--- config.mk ---
export PLATFORM = sky130hd
export DESIGN_NAME = line_rasterizer_core
export DESIGN_NICKNAME = d
export VERILOG_FILES = /design/src/hw/rtl/lr_pkg.sv /design/src/hw/rtl/lr_front.sv /design/src/hw/rtl/lr_cmd_fifo.sv /design/src/hw/rtl/lr_back.sv /design/src/hw/rtl/line_rasterizer_core.sv
export SDC_FILE = /design/constraint.sdc
export NUM_CORES = 1
export LEC_CHECK = 0
export BUFFER_PORTS_ARGS = -buffer_cell sky130_fd_sc_hd__clkbuf_2
export CAP_MARGIN = 5
export CORE_MARGIN = 1
export CORE_UTILIZATION = 55
export DETAILED_ROUTE_END_ITERATION = 7
export PLACE_DENSITY = 0.74
export RECOVER_POWER = 50
export SETUP_SLACK_MARGIN = 0.3
export SLEW_MARGIN = 10
export SYNTH_ARGS = -nofsm -noshare
export SYNTH_HDL_FRONTEND = slang
export SYNTH_SLANG_ARGS = --single-unit
--- constraint.sdc ---
create_clock -name clk_i -period 6.3 [get_ports clk_i]
set_input_delay 0.63 -clock clk_i [delete_from_list [all_inputs] [get_ports clk_i]]
set_output_delay 0.63 -clock clk_i [all_outputs]
set_load 0.03 [all_outputs]
--- src/hw/rtl/lr_pkg.sv ---
// shared types and constants of the line rasterizer
package lr_pkg;

  // field widths of the request channels
  localparam int CoordBits    = 12;
  localparam int ColourBits   = 32;
  // decision term spans [-2*major, 2*minor]
  localparam int DecBits      = CoordBits + 2;
  // default depth of the command queue between front and back
  localparam int CmdFifoDepth = 2;

  typedef enum logic [0:0] {
    OpStart   = 1'b0,
    OpAdvance = 1'b1
  } op_e;

  // input request
  typedef struct packed {
    op_e                   operation;
    logic [CoordBits-1:0]  start_x;
    logic [CoordBits-1:0]  start_y;
    logic [CoordBits-1:0]  end_x;
    logic [CoordBits-1:0]  end_y;
    logic [ColourBits-1:0] pixel_colour;
  } in_req_t;

  // output request
  typedef struct packed {
    logic [CoordBits-1:0]  pixel_x;
    logic [CoordBits-1:0]  pixel_y;
    logic [ColourBits-1:0] pixel_value;
    logic                  last_pixel;
  } out_req_t;

  // classified command handed from front to back
  typedef struct packed {
    op_e                   operation;
    logic [CoordBits-1:0]  start_x;
    logic [CoordBits-1:0]  start_y;
    logic                  step_x_negative;
    logic                  step_y_negative;
    logic                  steep_flag;
    logic [CoordBits-1:0]  delta_major;
    logic [CoordBits-1:0]  delta_minor;
    logic [DecBits-1:0]    decision_term;
    logic [ColourBits-1:0] colour;
  } cmd_t;

  // queue status seen by the back end
  typedef struct packed {
    logic valid;
    logic full;
  } fifo_status_t;

endpackage

--- src/hw/rtl/lr_front.sv ---
// front end: classifies requests and sets up line parameters
module lr_front
  import lr_pkg::*;
(
  input  in_req_t req_i,
  output cmd_t    cmd_o
);

  logic signed [CoordBits:0] dx;
  logic signed [CoordBits:0] dy;
  logic [CoordBits:0]        abs_dx;
  logic [CoordBits:0]        abs_dy;
  logic [CoordBits-1:0]      span_x;
  logic [CoordBits-1:0]      span_y;
  logic                      steep;
  logic [CoordBits-1:0]      major;
  logic [CoordBits-1:0]      minor;

  // signed spans and their magnitudes
  always_comb begin
    dx     = $signed({1'b0, req_i.end_x}) - $signed({1'b0, req_i.start_x});
    dy     = $signed({1'b0, req_i.end_y}) - $signed({1'b0, req_i.start_y});
    abs_dx = dx[CoordBits] ? (~dx + 1'b1) : dx;
    abs_dy = dy[CoordBits] ? (~dy + 1'b1) : dy;
    span_x = abs_dx[CoordBits-1:0];
    span_y = abs_dy[CoordBits-1:0];
    steep  = span_y > span_x;
    major  = steep ? span_y : span_x;
    minor  = steep ? span_x : span_y;
  end

  // command toward the back end
  always_comb begin
    cmd_o.operation       = req_i.operation;
    cmd_o.start_x         = req_i.start_x;
    cmd_o.start_y         = req_i.start_y;
    cmd_o.step_x_negative = dx[CoordBits];
    cmd_o.step_y_negative = dy[CoordBits];
    cmd_o.steep_flag      = steep;
    cmd_o.delta_major     = major;
    cmd_o.delta_minor     = minor;
    cmd_o.decision_term   = {1'b0, minor, 1'b0} - {2'b00, major};
    cmd_o.colour          = req_i.pixel_colour;
  end

endmodule

--- src/hw/rtl/lr_cmd_fifo.sv ---
// command queue between front and back ends
module lr_cmd_fifo
  import lr_pkg::*;
#(
  parameter int DEPTH = CmdFifoDepth
) (
  input  logic                       clk_i,
  input  logic                       rst_ni,
  input  logic                       push_i,
  input  cmd_t                       data_i,
  input  logic                       pop_i,
  output cmd_t                       data_o,
  output fifo_status_t               status_o,
  output logic [$clog2(DEPTH+1)-1:0] count_o
);

  localparam int PtrBits = (DEPTH > 1) ? $clog2(DEPTH) : 1;
  localparam int CntBits = $clog2(DEPTH + 1);

  cmd_t               mem_q [DEPTH];
  logic [PtrBits-1:0] wptr_q, wptr_d;
  logic [PtrBits-1:0] rptr_q, rptr_d;
  logic [CntBits-1:0] count_q, count_d;
  logic               do_push;
  logic               do_pop;

  assign status_o.valid = count_q != '0;
  assign status_o.full  = count_q == CntBits'(DEPTH);
  assign do_push        = push_i && !status_o.full;
  assign do_pop         = pop_i && status_o.valid;
  assign data_o         = mem_q[rptr_q];
  assign count_o        = count_q;

  // pointer and fill count update
  always_comb begin
    wptr_d  = wptr_q;
    rptr_d  = rptr_q;
    count_d = count_q;
    if (do_push) begin
      wptr_d = (wptr_q == PtrBits'(DEPTH - 1)) ? '0 : wptr_q + 1'b1;
    end
    if (do_pop) begin
      rptr_d = (rptr_q == PtrBits'(DEPTH - 1)) ? '0 : rptr_q + 1'b1;
    end
    case ({do_push, do_pop})
      2'b10:   count_d = count_q + 1'b1;
      2'b01:   count_d = count_q - 1'b1;
      default: count_d = count_q;
    endcase
  end

  always_ff @(posedge clk_i or negedge rst_ni) begin
    if (!rst_ni) begin
      wptr_q  <= '0;
      rptr_q  <= '0;
      count_q <= '0;
    end else begin
      wptr_q  <= wptr_d;
      rptr_q  <= rptr_d;
      count_q <= count_d;
    end
  end

  // entry storage
  always_ff @(posedge clk_i) begin
    if (do_push) begin
      mem_q[wptr_q] <= data_i;
    end
  end

endmodule

--- src/hw/rtl/lr_back.sv ---
// back end: walks the loaded line and holds the output request
module lr_back
  import lr_pkg::*;
(
  input  logic         clk_i,
  input  logic         rst_ni,
  input  cmd_t         cmd_i,
  input  fifo_status_t status_i,
  output logic         pop_o,
  output logic         out_valid_o,
  input  logic         out_ready_i,
  output out_req_t     out_req_o
);

  // line state
  logic [CoordBits-1:0]  cur_x_q, cur_x_d;
  logic [CoordBits-1:0]  cur_y_q, cur_y_d;
  logic [DecBits-1:0]    dec_q, dec_d;
  logic [CoordBits-1:0]  major_q, major_d;
  logic [CoordBits-1:0]  minor_q, minor_d;
  logic [CoordBits-1:0]  steps_q, steps_d;
  logic                  xneg_q, xneg_d;
  logic                  yneg_q, yneg_d;
  logic                  steep_q, steep_d;
  logic                  active_q, active_d;
  logic [ColourBits-1:0] colour_q, colour_d;

  // output register
  logic                  out_valid_q, out_valid_d;
  out_req_t              out_q, out_d;

  logic                  minor_step;
  logic [CoordBits-1:0]  x_walk;
  logic [CoordBits-1:0]  y_walk;
  logic                  emit;
  logic                  last;

  // take a command whenever the output register is free or draining
  assign pop_o = status_i.valid && (!out_valid_q || out_ready_i);

  assign minor_step = !dec_q[DecBits-1] && (dec_q != '0);
  assign x_walk     = xneg_q ? cur_x_q - 1'b1 : cur_x_q + 1'b1;
  assign y_walk     = yneg_q ? cur_y_q - 1'b1 : cur_y_q + 1'b1;

  // command execution
  always_comb begin
    cur_x_d  = cur_x_q;
    cur_y_d  = cur_y_q;
    dec_d    = dec_q;
    major_d  = major_q;
    minor_d  = minor_q;
    steps_d  = steps_q;
    xneg_d   = xneg_q;
    yneg_d   = yneg_q;
    steep_d  = steep_q;
    active_d = active_q;
    colour_d = colour_q;
    emit     = 1'b0;
    last     = 1'b0;
    if (pop_o) begin
      unique case (cmd_i.operation)
        OpStart: begin
          cur_x_d  = cmd_i.start_x;
          cur_y_d  = cmd_i.start_y;
          dec_d    = cmd_i.decision_term;
          major_d  = cmd_i.delta_major;
          minor_d  = cmd_i.delta_minor;
          steps_d  = cmd_i.delta_major;
          xneg_d   = cmd_i.step_x_negative;
          yneg_d   = cmd_i.step_y_negative;
          steep_d  = cmd_i.steep_flag;
          colour_d = cmd_i.colour;
          active_d = cmd_i.delta_major != '0;
          emit     = cmd_i.delta_major != '0;
        end
        OpAdvance: begin
          if (active_q) begin
            if (steep_q) begin
              cur_y_d = y_walk;
              if (minor_step) cur_x_d = x_walk;
            end else begin
              cur_x_d = x_walk;
              if (minor_step) cur_y_d = y_walk;
            end
            if (minor_step) begin
              dec_d = dec_q + {1'b0, minor_q, 1'b0} - {1'b0, major_q, 1'b0};
            end else begin
              dec_d = dec_q + {1'b0, minor_q, 1'b0};
            end
            steps_d = steps_q - 1'b1;
            last    = steps_q == CoordBits'(1);
            if (last) begin
              steps_d  = '0;
              active_d = 1'b0;
            end
            emit = 1'b1;
          end
        end
        default: begin
          emit = 1'b0;
        end
      endcase
    end
  end

  // output request next value
  always_comb begin
    out_d       = out_q;
    out_valid_d = out_valid_q && !out_ready_i;
    if (emit) begin
      out_valid_d       = 1'b1;
      out_d.pixel_x     = cur_x_d;
      out_d.pixel_y     = cur_y_d;
      out_d.pixel_value = colour_d;
      out_d.last_pixel  = last;
    end
  end

  always_ff @(posedge clk_i or negedge rst_ni) begin
    if (!rst_ni) begin
      active_q    <= 1'b0;
      out_valid_q <= 1'b0;
    end else begin
      active_q    <= active_d;
      out_valid_q <= out_valid_d;
    end
  end

  // payload registers
  always_ff @(posedge clk_i) begin
    cur_x_q  <= cur_x_d;
    cur_y_q  <= cur_y_d;
    dec_q    <= dec_d;
    major_q  <= major_d;
    minor_q  <= minor_d;
    steps_q  <= steps_d;
    xneg_q   <= xneg_d;
    yneg_q   <= yneg_d;
    steep_q  <= steep_d;
    colour_q <= colour_d;
    out_q    <= out_d;
  end

  assign out_valid_o = out_valid_q;
  assign out_req_o   = out_q;

endmodule

--- src/hw/rtl/line_rasterizer_core.sv ---
// top level of the midpoint line rasterizer
//
//   channel  direction  handshake                 payload
//   in       input      in_valid_i / in_ready_o   in_req_i  (start or advance)
//   out      output     out_valid_o / out_ready_i out_req_o (one pixel)
//
// One request is accepted per cycle while the queue is not full; a request is written
// into the command queue, popped from its head by the back end, and its pixel is
// registered in the back end's output register.
// Sustained rate is one pixel per clock while out_ready_i stays high, set by the
// back end's decision update taking one step per advance command.
// Reset clears the queue, the output valid flag and the active-line flag.
// An output stall fills the FIFO_DEPTH-entry queue, then drops in_ready_o.
module line_rasterizer_core
  import lr_pkg::*;
#(
  parameter int FIFO_DEPTH = CmdFifoDepth
) (
  input  logic     clk_i,
  input  logic     rst_ni,
  input  logic     in_valid_i,
  output logic     in_ready_o,
  input  in_req_t  in_req_i,
  output logic     out_valid_o,
  input  logic     out_ready_i,
  output out_req_t out_req_o
);

  localparam int CntBits = $clog2(FIFO_DEPTH + 1);

  cmd_t               front_cmd;
  cmd_t               head_cmd;
  fifo_status_t       fifo_status;
  logic               pop;
  logic [CntBits-1:0] fifo_count;

  assign in_ready_o = !fifo_status.full;

  lr_front u_front (
    .req_i (in_req_i),
    .cmd_o (front_cmd)
  );

  lr_cmd_fifo #(
    .DEPTH (FIFO_DEPTH)
  ) u_fifo (
    .clk_i    (clk_i),
    .rst_ni   (rst_ni),
    .push_i   (in_valid_i),
    .data_i   (front_cmd),
    .pop_i    (pop),
    .data_o   (head_cmd),
    .status_o (fifo_status),
    .count_o  (fifo_count)
  );

  lr_back u_back (
    .clk_i       (clk_i),
    .rst_ni      (rst_ni),
    .cmd_i       (head_cmd),
    .status_i    (fifo_status),
    .pop_o       (pop),
    .out_valid_o (out_valid_o),
    .out_ready_i (out_ready_i),
    .out_req_o   (out_req_o)
  );

  // queue never overfills
  a_fifo_bound: assert property (@(posedge clk_i) disable iff (!rst_ni)
    fifo_count <= CntBits'(FIFO_DEPTH))
    else $error("command queue over capacity");

  // no command is taken while a pixel is stuck at the output
  a_no_pop_on_stall: assert property (@(posedge clk_i) disable iff (!rst_ni)
    (out_valid_o && !out_ready_i) |-> !pop)
    else $error("command popped during output stall");

  // a pop with nothing pushed lowers the fill count by one
  a_pop_count: assert property (@(posedge clk_i) disable iff (!rst_ni)
    (pop && !(in_valid_i && in_ready_o)) |=> (fifo_count == $past(fifo_count) - 1'b1))
    else $error("fill count wrong after pop");

endmodule

-- Word-level counts from Yosys, hierarchy flattened
Memory sizes are Yosys's and may differ from the RTL's.
Index checks and enable logic that the tools add are counted.
- register bits after elaboration: 172
- memory bits (writable): 196
- word-level logic and storage cells: 98
- memories kept: 1
- add/sub/neg operators: 16
- magnitude comparators: 1
- eq/ne operators: 5
- mux-type cells: 36
- bitwise operators: 3
- reduce and logical (&&, ||, !) cells: 17
- memories (name ; depth ; width ; rd ports ; clocked after memory_dff ; write ports ; line ; text):
    u_fifo.mem_q ; 2 ; 98 ; 1 ; 0 ; 1 ; lr_cmd_fifo.sv:20 ; cmd_t mem_q [DEPTH];
- operator list (kind ; number):
    $mux 12 ; 16
    $pmux 12 s2 ; 3
    $mux 32 ; 2
    $add 12x1->12 const B ; 4
    $sub 12x1->12 const B ; 3
    $mux 14 ; 2
    $pmux 14 s2 ; 1
    $sub 12x12->13 ; 2
    $not 12->12 ; 2
    $add 14x13->14 ; 1
    $reduce_bool 14->1 ; 1
    $sub 13x12->14 ; 1
    $sub 14x13->14 ; 1
    $eq 12x1->1 const B ; 1
    $gt 12x12->1 ; 1
    $reduce_bool 12->1 ; 1
    $mux 1 ; 9
    $logic_and 1x1->1 ; 5
    $eq 2x2->1 const B ; 2
    $logic_not 1->1 ; 4
    $pmux 1 s2 ; 2
    $pmux 2 s2 ; 1
    $reduce_and 2->1 ; 2
    $reduce_bool 2->1 ; 2
    8 further kinds ; 9

-- Longest topological paths before layout
Gate-level depths: netlist (run 1).
- word-level depth: 7
- mapped depth: 37
- gate-level depth less buffers: 34

-- Hierarchy
Synthesis (run 1) repeated with hierarchy kept, for this count alone.
- cell total of the unflattened synthesis: 1658
- area, all modules: 19371.1 um^2
- by module, submodules not included (module ; times used ; cells each ; area an instance (um^2)):
    lr_back ; 1 ; 803 ; 8349.3
    lr_cmd_fifo ; 1 ; 323 ; 7297.0
    lr_front ; 1 ; 531 ; 3721.1
    line_rasterizer_core ; 1 ; 1 ; 3.8

-- Least setup slack after synthesis (run 1)
Ideal clock, no wire load.
- kind: input port to flip-flop
- start: input port in_req_i[44] in the netlist's numbering
- end: memory u_fifo.mem_q[0][42] in the netlist's numbering (data pin)
- setup time: 0.265 ns
- arrival: 7.366 ns
- path slack: -1.330 ns
- cell stages on the path: 36
- path through: inv_1 > ha_1 > inv_1 > fa_1 > a211oi_2 > o31ai_4 > a2111oi_2 > nor2_2 > inv_1 > nor2_1 > a21oi_1 > ha_1 > nor2b_1 > o21a_1 > o21a_1 > o21a_1 > o41ai_1 > a21o_1 > nand2_1 > a22oi_4 > o21ai_4 > nand2_2 > buf_6 > buf_2 > buf_1 > a21oi_1 > fa_1 > o21bai_1 > o2bb2ai_1 > o32a_1 > nand3_1 > o21ai_0 > a31oi_1 > o21ai_0 > a21oi_1 > xnor2_1
- RTL lines (element ; line ; text):
    start: declaration ; line_rasterizer_core.sv:23 ; input in_req_t in_req_i,
    end: declaration ; lr_cmd_fifo.sv:20 ;

==> results of run 1 <==
## synthesized netlist by cell type (5+ instances only)
cell type  number
o22ai_1        12
xnor2_1        74
a22oi_1         6
o21bai_1       25
nor2_1         94
a21oi_1       113
maj3_1         11
o21ai_1         5
a211oi_1       15
a31oi_1        11
a21o_1         16
o211ai_1        6
nand2b_1       14
xor2_1         30
dfrtp_1         6
clkbuf_1       29
mux2_2         25
inv_1         111
o31ai_1        10
and3_1          8
edfxtp_1      304
nor3_1         20
o221ai_1       12
ha_1           86
nor2b_1        13
nand2_1       114
nand4_1         7
mux2i_1        76
fa_1            7
nor4_1          8
buf_1          10
dfxtp_1        56
o21a_1          8
nand3_1        19
o21ai_0        78
## registers in the layout, summed over array words and instances (netlist names)
name,count
u_back.active_q,1
u_back.colour_q,32
u_back.cur_x_q,12
u_back.cur_y_q,12
u_back.dec_q,14
u_back.major_q,12
u_back.minor_q,12
u_back.out_req_o,57
u_back.out_valid_o,1
u_back.steep_q,1
u_back.steps_q,12
u_back.xneg_q,1
u_back.yneg_q,1
u_fifo.count_o,2
u_fifo.mem_q,194
u_fifo.rptr_q,1
u_fifo.wptr_q,1
## cells in the final DEF, fill, tap and decap left out, types with 16 or more instances in the layout
| cell | netlist | final |
|---|---|---|
| xor2_1 | 30 | 26 |
| mux2i_1 | 76 | 75 |
| nor3_1 | 20 | 19 |
| buf_4 | 0 | 214 |
| o21ai_0 | 78 | 67 |
| a21oi_1 | 113 | 102 |
| a21o_1 | 16 | 16 |
| mux2_2 | 25 | 25 |
| ha_1 | 86 | 75 |
| nand2_1 | 114 | 109 |
| inv_1 | 111 | 104 |
| dfxtp_1 | 56 | 56 |
| clkbuf_1 | 29 | 51 |
| edfxtp_1 | 304 | 304 |
| clkbuf_2 | 0 | 102 |
| clkbuf_16 | 0 | 39 |
| xnor2_1 | 74 | 65 |
| o21bai_1 | 25 | 24 |
| nand3_1 | 19 | 16 |
| nor2_1 | 94 | 88 |
## cells by family after synthesis
logic type | share of synthesized area, %
flip-flops | 57.0
AO/OA/AOI/OAI | 13.2
AND/OR/NAND/NOR | 8.11
buffers and inverters | 3.29
XOR/XNOR | 5.26
adder cells (fa/ha/maj) | 7.27
multiplexers | 5.80
## power groups by stage
stage / clock (mW) / combinational (mW) / sequential [mW]
finish: 2.16 / 8.16 / 4.60
floorplan: 0 / 4.89 / 4.97
CTS: 2.18 / 7.81 / 4.61
global placement: 0 / 7.15 / 4.60
global route: 2.28 / 8.90 / 4.70
detailed placement: 0 / 7.38 / 4.64
## critical path, delay by kind of cell
family                   cells  cell delay [ns]
AO/OA/AOI/OAI               20             3.51
XOR/XNOR                     1             0.11
adder cells (fa/ha/maj)      4             1.08
buffers and inverters        6             0.64
AND/OR/NAND/NOR              5             0.48
## per-stage QoR
stage                     setup TNS [ns]  util, %  cells  cell area (um^2)  worst slack (ns)
after global routing              -0.979     70.3   2362             22900            -0.157
after CTS                              0     69.4   2343             22600             0.301
after detailed placement           -7.27     63.6   2223             20700            -0.598
after global placement             -3.61     63.6   2223             20700            -0.326
after floorplan                    -4.24        -   1521             18400            -0.499
final                                  0     70.3   2362             22900            0.0745
## cell type report
class	count	area (um^2)	area share, %
inverter	113	442	1.93
timing repair buffer	377	2490	10.9
clock buffer	51	1050	4.58
antenna	1	2.50	0.0109
tap	442	553	2.41
multi-input combinational	999	7830	34.2
sequential	366	10400	45.4
clock inverter	13	151	0.661
## worst max path at each step
stage | to | start
after CTS | u_fifo.mem_q[0][42]$_DFFE_PP_ | in_req_i[44]
after global placement | u_fifo.mem_q[0][44]$_DFFE_PP_ | in_req_i[44]
final | u_fifo.mem_q[1][42]$_DFFE_PP_ | in_req_i[44]
after detailed placement | u_fifo.mem_q[0][44]$_DFFE_PP_ | in_req_i[32]
after global routing | u_fifo.mem_q[0][42]$_DFFE_PP_ | in_req_i[44]
after floorplan | u_fifo.mem_q[0][44]$_DFFE_PP_ | in_req_i[44]
## per-layer routing
metal | track usage, % | vias up | share of wire (%)
met5 | 0 | - | 0
met4 | 11.4 | 0 | 3.6
met3 | 3.39 | 119 | 5.7
met2 | 42.9 | 463 | 48
met1 | 32.5 | 6395 | 43
li1 | - | 6341 | -
## what timing repair did
action                                  CTS  global route
setup buffers                            55            18
hold buffers                              1             0
endpoints found under the hold margin     6             0
pin swaps                                37            39
resized for setup                        49            46
endpoints found under the setup margin   18            18
==> flow_summary.ini, run 1 <==
[layout]
areaGrowthSynthToFinish_pct = 25.7
drive_above_1_share_pct = 27.6
fillers = 2271
final_nets = 2071

[global_route]
gr-total-overflow = 0
grt_pass1_wl_mm = 66.9
grtUsageTotal_pct = 25.3
grt_max_degree = 78
antenna_found_initial = 2
grt_pass1_vias = 13125

[sta]
tightest_slew_ns = 0.922
max_freq_mhz = 161
finalSetupViolCount = 0
slew_viol_final = 0
rsz0062_at_grt = yes
finalHoldViolCount = 0
post-route-min-period_ns = 6.23
slew_headroom_pct = 38.3
timing.final.crit_share_pct = 98.8
worst_clock_skew_ns = 0.0159
hold_slack_ns = 0.299

[yosys]
synth-edff-count = 304
syn_avg_cell_area_um2 = 12.0
ys_seq_area_share_pct = 57.0
synth.area.top_cells = edfxtp_1, dfxtp_1, ha_1, mux2i_1, xnor2_1
synth_top_cell_by_area = edfxtp_1
synth_top_area_share_pct = 50.1
yosys_warnings = 0
syn_area_um2 = 18200
syn-num-nets = 1699
synth_cells = 1521
ys_ff_latch = 366
ys.flop_type = edfxtp_1
async_flop_share_pct = 1.64
yosys.cell_types.count = 89

[floorplanning]
io_pins = 144
dieWidth_um = 184
rows = 66
start_util_pct = 55.9
core_area_um2 = 32600
fp.dieH_um = 184
die_area_um2 = 33900

[worst_hold_path]
min_path_cells = 1
min_path_type = in -> reg
min_to = u_fifo.mem_q[1][31]$_DFFE_PP_
hold_start = in_req_i[31]

[worst_setup_path]
slowest_stage = a2111oi_4
slowest_delay_ns = 0.42
r2r_start = u_back.minor_q[0]$_DFFE_PP_
reg2reg_to = u_back.dec_q[12]$_DFFE_PP_
r2r_slack_ns = 2.17
cp.arrival_ns = 6.48
worst_setup_path_start_kind = input pin
cp.required_ns = 6.56
rr_worst_depth = 18
critPathMostFrequentCell = o21a_1
worstSetupEndpointType = flip-flop
path_class = in -> reg
cp_max_fo = 6

[routing]
drt-vias-per-instance = 5.64
vias = 13318
routed_wl_mm = 43.3
wl_per_cell_um = 18.3
drc = 0
drt_iter0_markers = 1009
dr.pass1.iters = 5
ant_nets = 0

[placement]
dpl.hpwl_mm = 29.6
io_buffers = 143
place_congestion = 0.950

[cts]
clkSinkCount = 366
cts_made_buffers = 36
clk_path_buf_depth = 3
clk_transition_reported_paths_ns = 0.06
cts-root-buf = clkbuf_16
cts_tree = yes
insertion_delay_ns = 0.52
cts_max_level = 2

[pwr]
power_mw = 14.9
ir_drop_uv = 318
p_switching_mw = 6.02
p_comb_share_pct = 54.7
p_int_mw = 8.90
power_leakage_nw = 9.33
pwr-share-seq_pct = 30.8
p_sw_share_pct = 40.3
p_clk_share_pct = 14.5
pwr_density_cell_nw_per_um2 = 651

[status]
status = complete, no violations

[flow_run]
max_cap_viol_count = 0
Note: power is estimated with default switching activity, not from simulation.
==> run 2: changes to the inputs <==
--- a/config.mk
+++ b/config.mk
@@ -5,6 +5,7 @@
 export SDC_FILE = /design/constraint.sdc
 export NUM_CORES = 1
 export LEC_CHECK = 0
+export ABC_CLOCK_PERIOD_IN_PS = 6300
 export BUFFER_PORTS_ARGS = -buffer_cell sky130_fd_sc_hd__clkbuf_2
 export CAP_MARGIN = 5
 export CORE_MARGIN = 1
@@ -12,6 +13,7 @@
 export DETAILED_ROUTE_END_ITERATION = 7
 export PLACE_DENSITY = 0.74
 export RECOVER_POWER = 50
+export REMOVE_ABC_BUFFERS = 1
 export SETUP_SLACK_MARGIN = 0.3
 export SLEW_MARGIN = 10
 export SYNTH_ARGS = -nofsm -noshare
==> flow_summary.ini, run 2 (synthesis gave the netlist of run 1 again) <==
[worst_setup_path]
path_class = in -> reg
worst_setup_path_start_kind = input pin
r2r_start = u_fifo.rptr_q$_DFFE_PN0P_
worstSetupEndpointType = flip-flop
cp.required_ns = 6.54
rr_worst_depth = 6
slowest_delay_ns = 0.40
cp_max_fo = 5
cp.arrival_ns = 6.28
reg2reg_to = u_back.out_req_o[15]$_DFFE_PP_
r2r_slack_ns = 0.80
slowest_stage = fa_2

[global_route]
grt_pass1_wl_mm = 66.2
grtUsageTotal_pct = 25.1
gr-total-overflow = 0
grt_pass1_vias = 12875
grt_max_degree = 78
antenna_found_initial = 0

[sta]
setup_ws_ns = 0.261
finalHoldViolCount = 0
rsz0062_at_grt = yes
slew_viol_final = 193
max_freq_mhz = 166
post-route-min-period_ns = 6.04
finalSetupViolCount = 0
timing.final.crit_share_pct = 95.9
hold_slack_ns = 0.297
tightest_slew_ns = 3.50
worst_clock_skew_ns = 0.0275
slew_headroom_pct = -133

[floorplanning]
rows = 66
start_util_pct = 55.9
core_area_um2 = 32600
io_pins = 144
die_area_um2 = 33900
fp.dieH_um = 184
dieWidth_um = 184

[cts]
cts_made_buffers = 36
insertion_delay_ns = 0.53
cts-root-buf = clkbuf_16
clk_transition_reported_paths_ns = 0.06
clkSinkCount = 366
clk_path_buf_depth = 3
cts_tree = yes
cts_max_level = 2

[layout]
final_common_cell = edfxtp_1
antenna_cells = 0
largest_register_ffs = 194
drive_above_1_share_pct = 19.9
regMostFlops = u_fifo.mem_q
final_cell_mix = edfxtp_1, buf_4, clkbuf_1
areaGrowthSynthToFinish_pct = 21.5
final_nets = 2024
fillers = 2401

[routing]
vias = 12939
drc = 0
dr.pass1.iters = 5
drt_iter0_markers = 851
routed_wl_mm = 42.2
ant_nets = 0
drt-vias-per-instance = 5.59
wl_per_cell_um = 18.2

[status]
status = complete, but fails checks
violations = capacitance limit, slew limit

[placement]
place_congestion = 0.921
io_buffers = 143
dp_slack_ns = -0.694
dpl.hpwl_mm = 29.7

[worst_hold_path]
min_path_cells = 1
min_path_type = in -> reg
min_to = u_fifo.mem_q[1][17]$_DFFE_PP_
hold_start = in_req_i[17]

[flow_run]
max_cap_viol_count = 4
## run 2: cell types whose count changed in the layout (fill, tap and decap cells not counted), moves of 4 or more
| cell | previous run | this run |
|---|---|---|
| ha_4 | 11 | 4 |
| xnor2_1 | 65 | 71 |
| buf_4 | 214 | 159 |
| clkbuf_1 | 51 | 124 |
| inv_1 | 104 | 108 |
| mux2_2 | 25 | 20 |
| ha_1 | 75 | 81 |
| xnor2_2 | 12 | 6 |
| mux2_1 | 0 | 5 |
| clkbuf_2 | 102 | 44 |
## run 2: layout make-up
cell class | instances | area [um^2] | area share [%]
tap | 442 | 553 | 2.50
timing repair buffer | 330 | 1970 | 8.90
sequential | 366 | 10400 | 46.9
multi-input combinational | 999 | 7590 | 34.3
inverter | 113 | 429 | 1.94
clock inverter | 14 | 163 | 0.734
clock buffer | 51 | 1050 | 4.74
## run 2: worst max-delay path: cells and delay by family
kind / cells / cell delay (ns)
xor+xnor: 2 / 0.59
fa+ha+maj: 3 / 1.03
simple gates: 4 / 0.34
buf+inv: 5 / 0.73
compound gates: 18 / 2.98
## run 2: worst max-delay path by stage
stage	startpoint	end	slack, ns	depth (start not counted)
floorplan	u_fifo.rptr_q$_DFFE_PN0P_	u_back.out_req_o[0]$_SDFFCE_PN0P_	-3.62	5
global placement	in_req_i[44]	u_fifo.mem_q[0][42]$_DFFE_PP_	-0.46	34
detailed placement	in_req_i[44]	u_fifo.mem_q[0][44]$_DFFE_PP_	-0.69	34
CTS	in_req_i[44]	u_fifo.mem_q[0][44]$_DFFE_PP_	0.32	34
global route	in_req_i[44]	u_fifo.mem_q[1][44]$_DFFE_PP_	0.04	36
finish	in_req_i[71]	u_fifo.mem_q[0][44]$_DFFE_PP_	0.26	32
## run 2: per-layer routing
metal	GRT usage (%)	routed length (um)	vias to the layer above
li1	-	-	6241
met1	32.7	17900	6186
met2	42.5	20500	430
met3	3.51	2400	82
met4	9.43	1440	0
met5	0	0	-
## run 2: stage by stage
step | utilization, % | area, um^2 | std cells | setup TNS [ns]
6_report | 67.9 | 22200 | 2315 | 0
5_1_grt | 67.9 | 22200 | 2315 | 0
4_1_cts | 67.7 | 22100 | 2307 | 0
3_5_place_dp | 63.3 | 20700 | 2233 | -10.88
3_3_place_gp | 63.3 | 20700 | 2233 | -6.59
2_1_floorplan | - | 18100 | 1478 | -304.20
## run 2: timing repair
item                                   CTS  global route
resized for setup                       40            40
pin swaps                               16            27
setup endpoints to repair               20            20
hold buffers                             1             0
buffers inserted                         8             8
endpoints found under the hold margin    6             0
Power of run 2 is not shown: default switching activity piles up to over one toggle a cycle in this logic, so the estimate is an artifact.
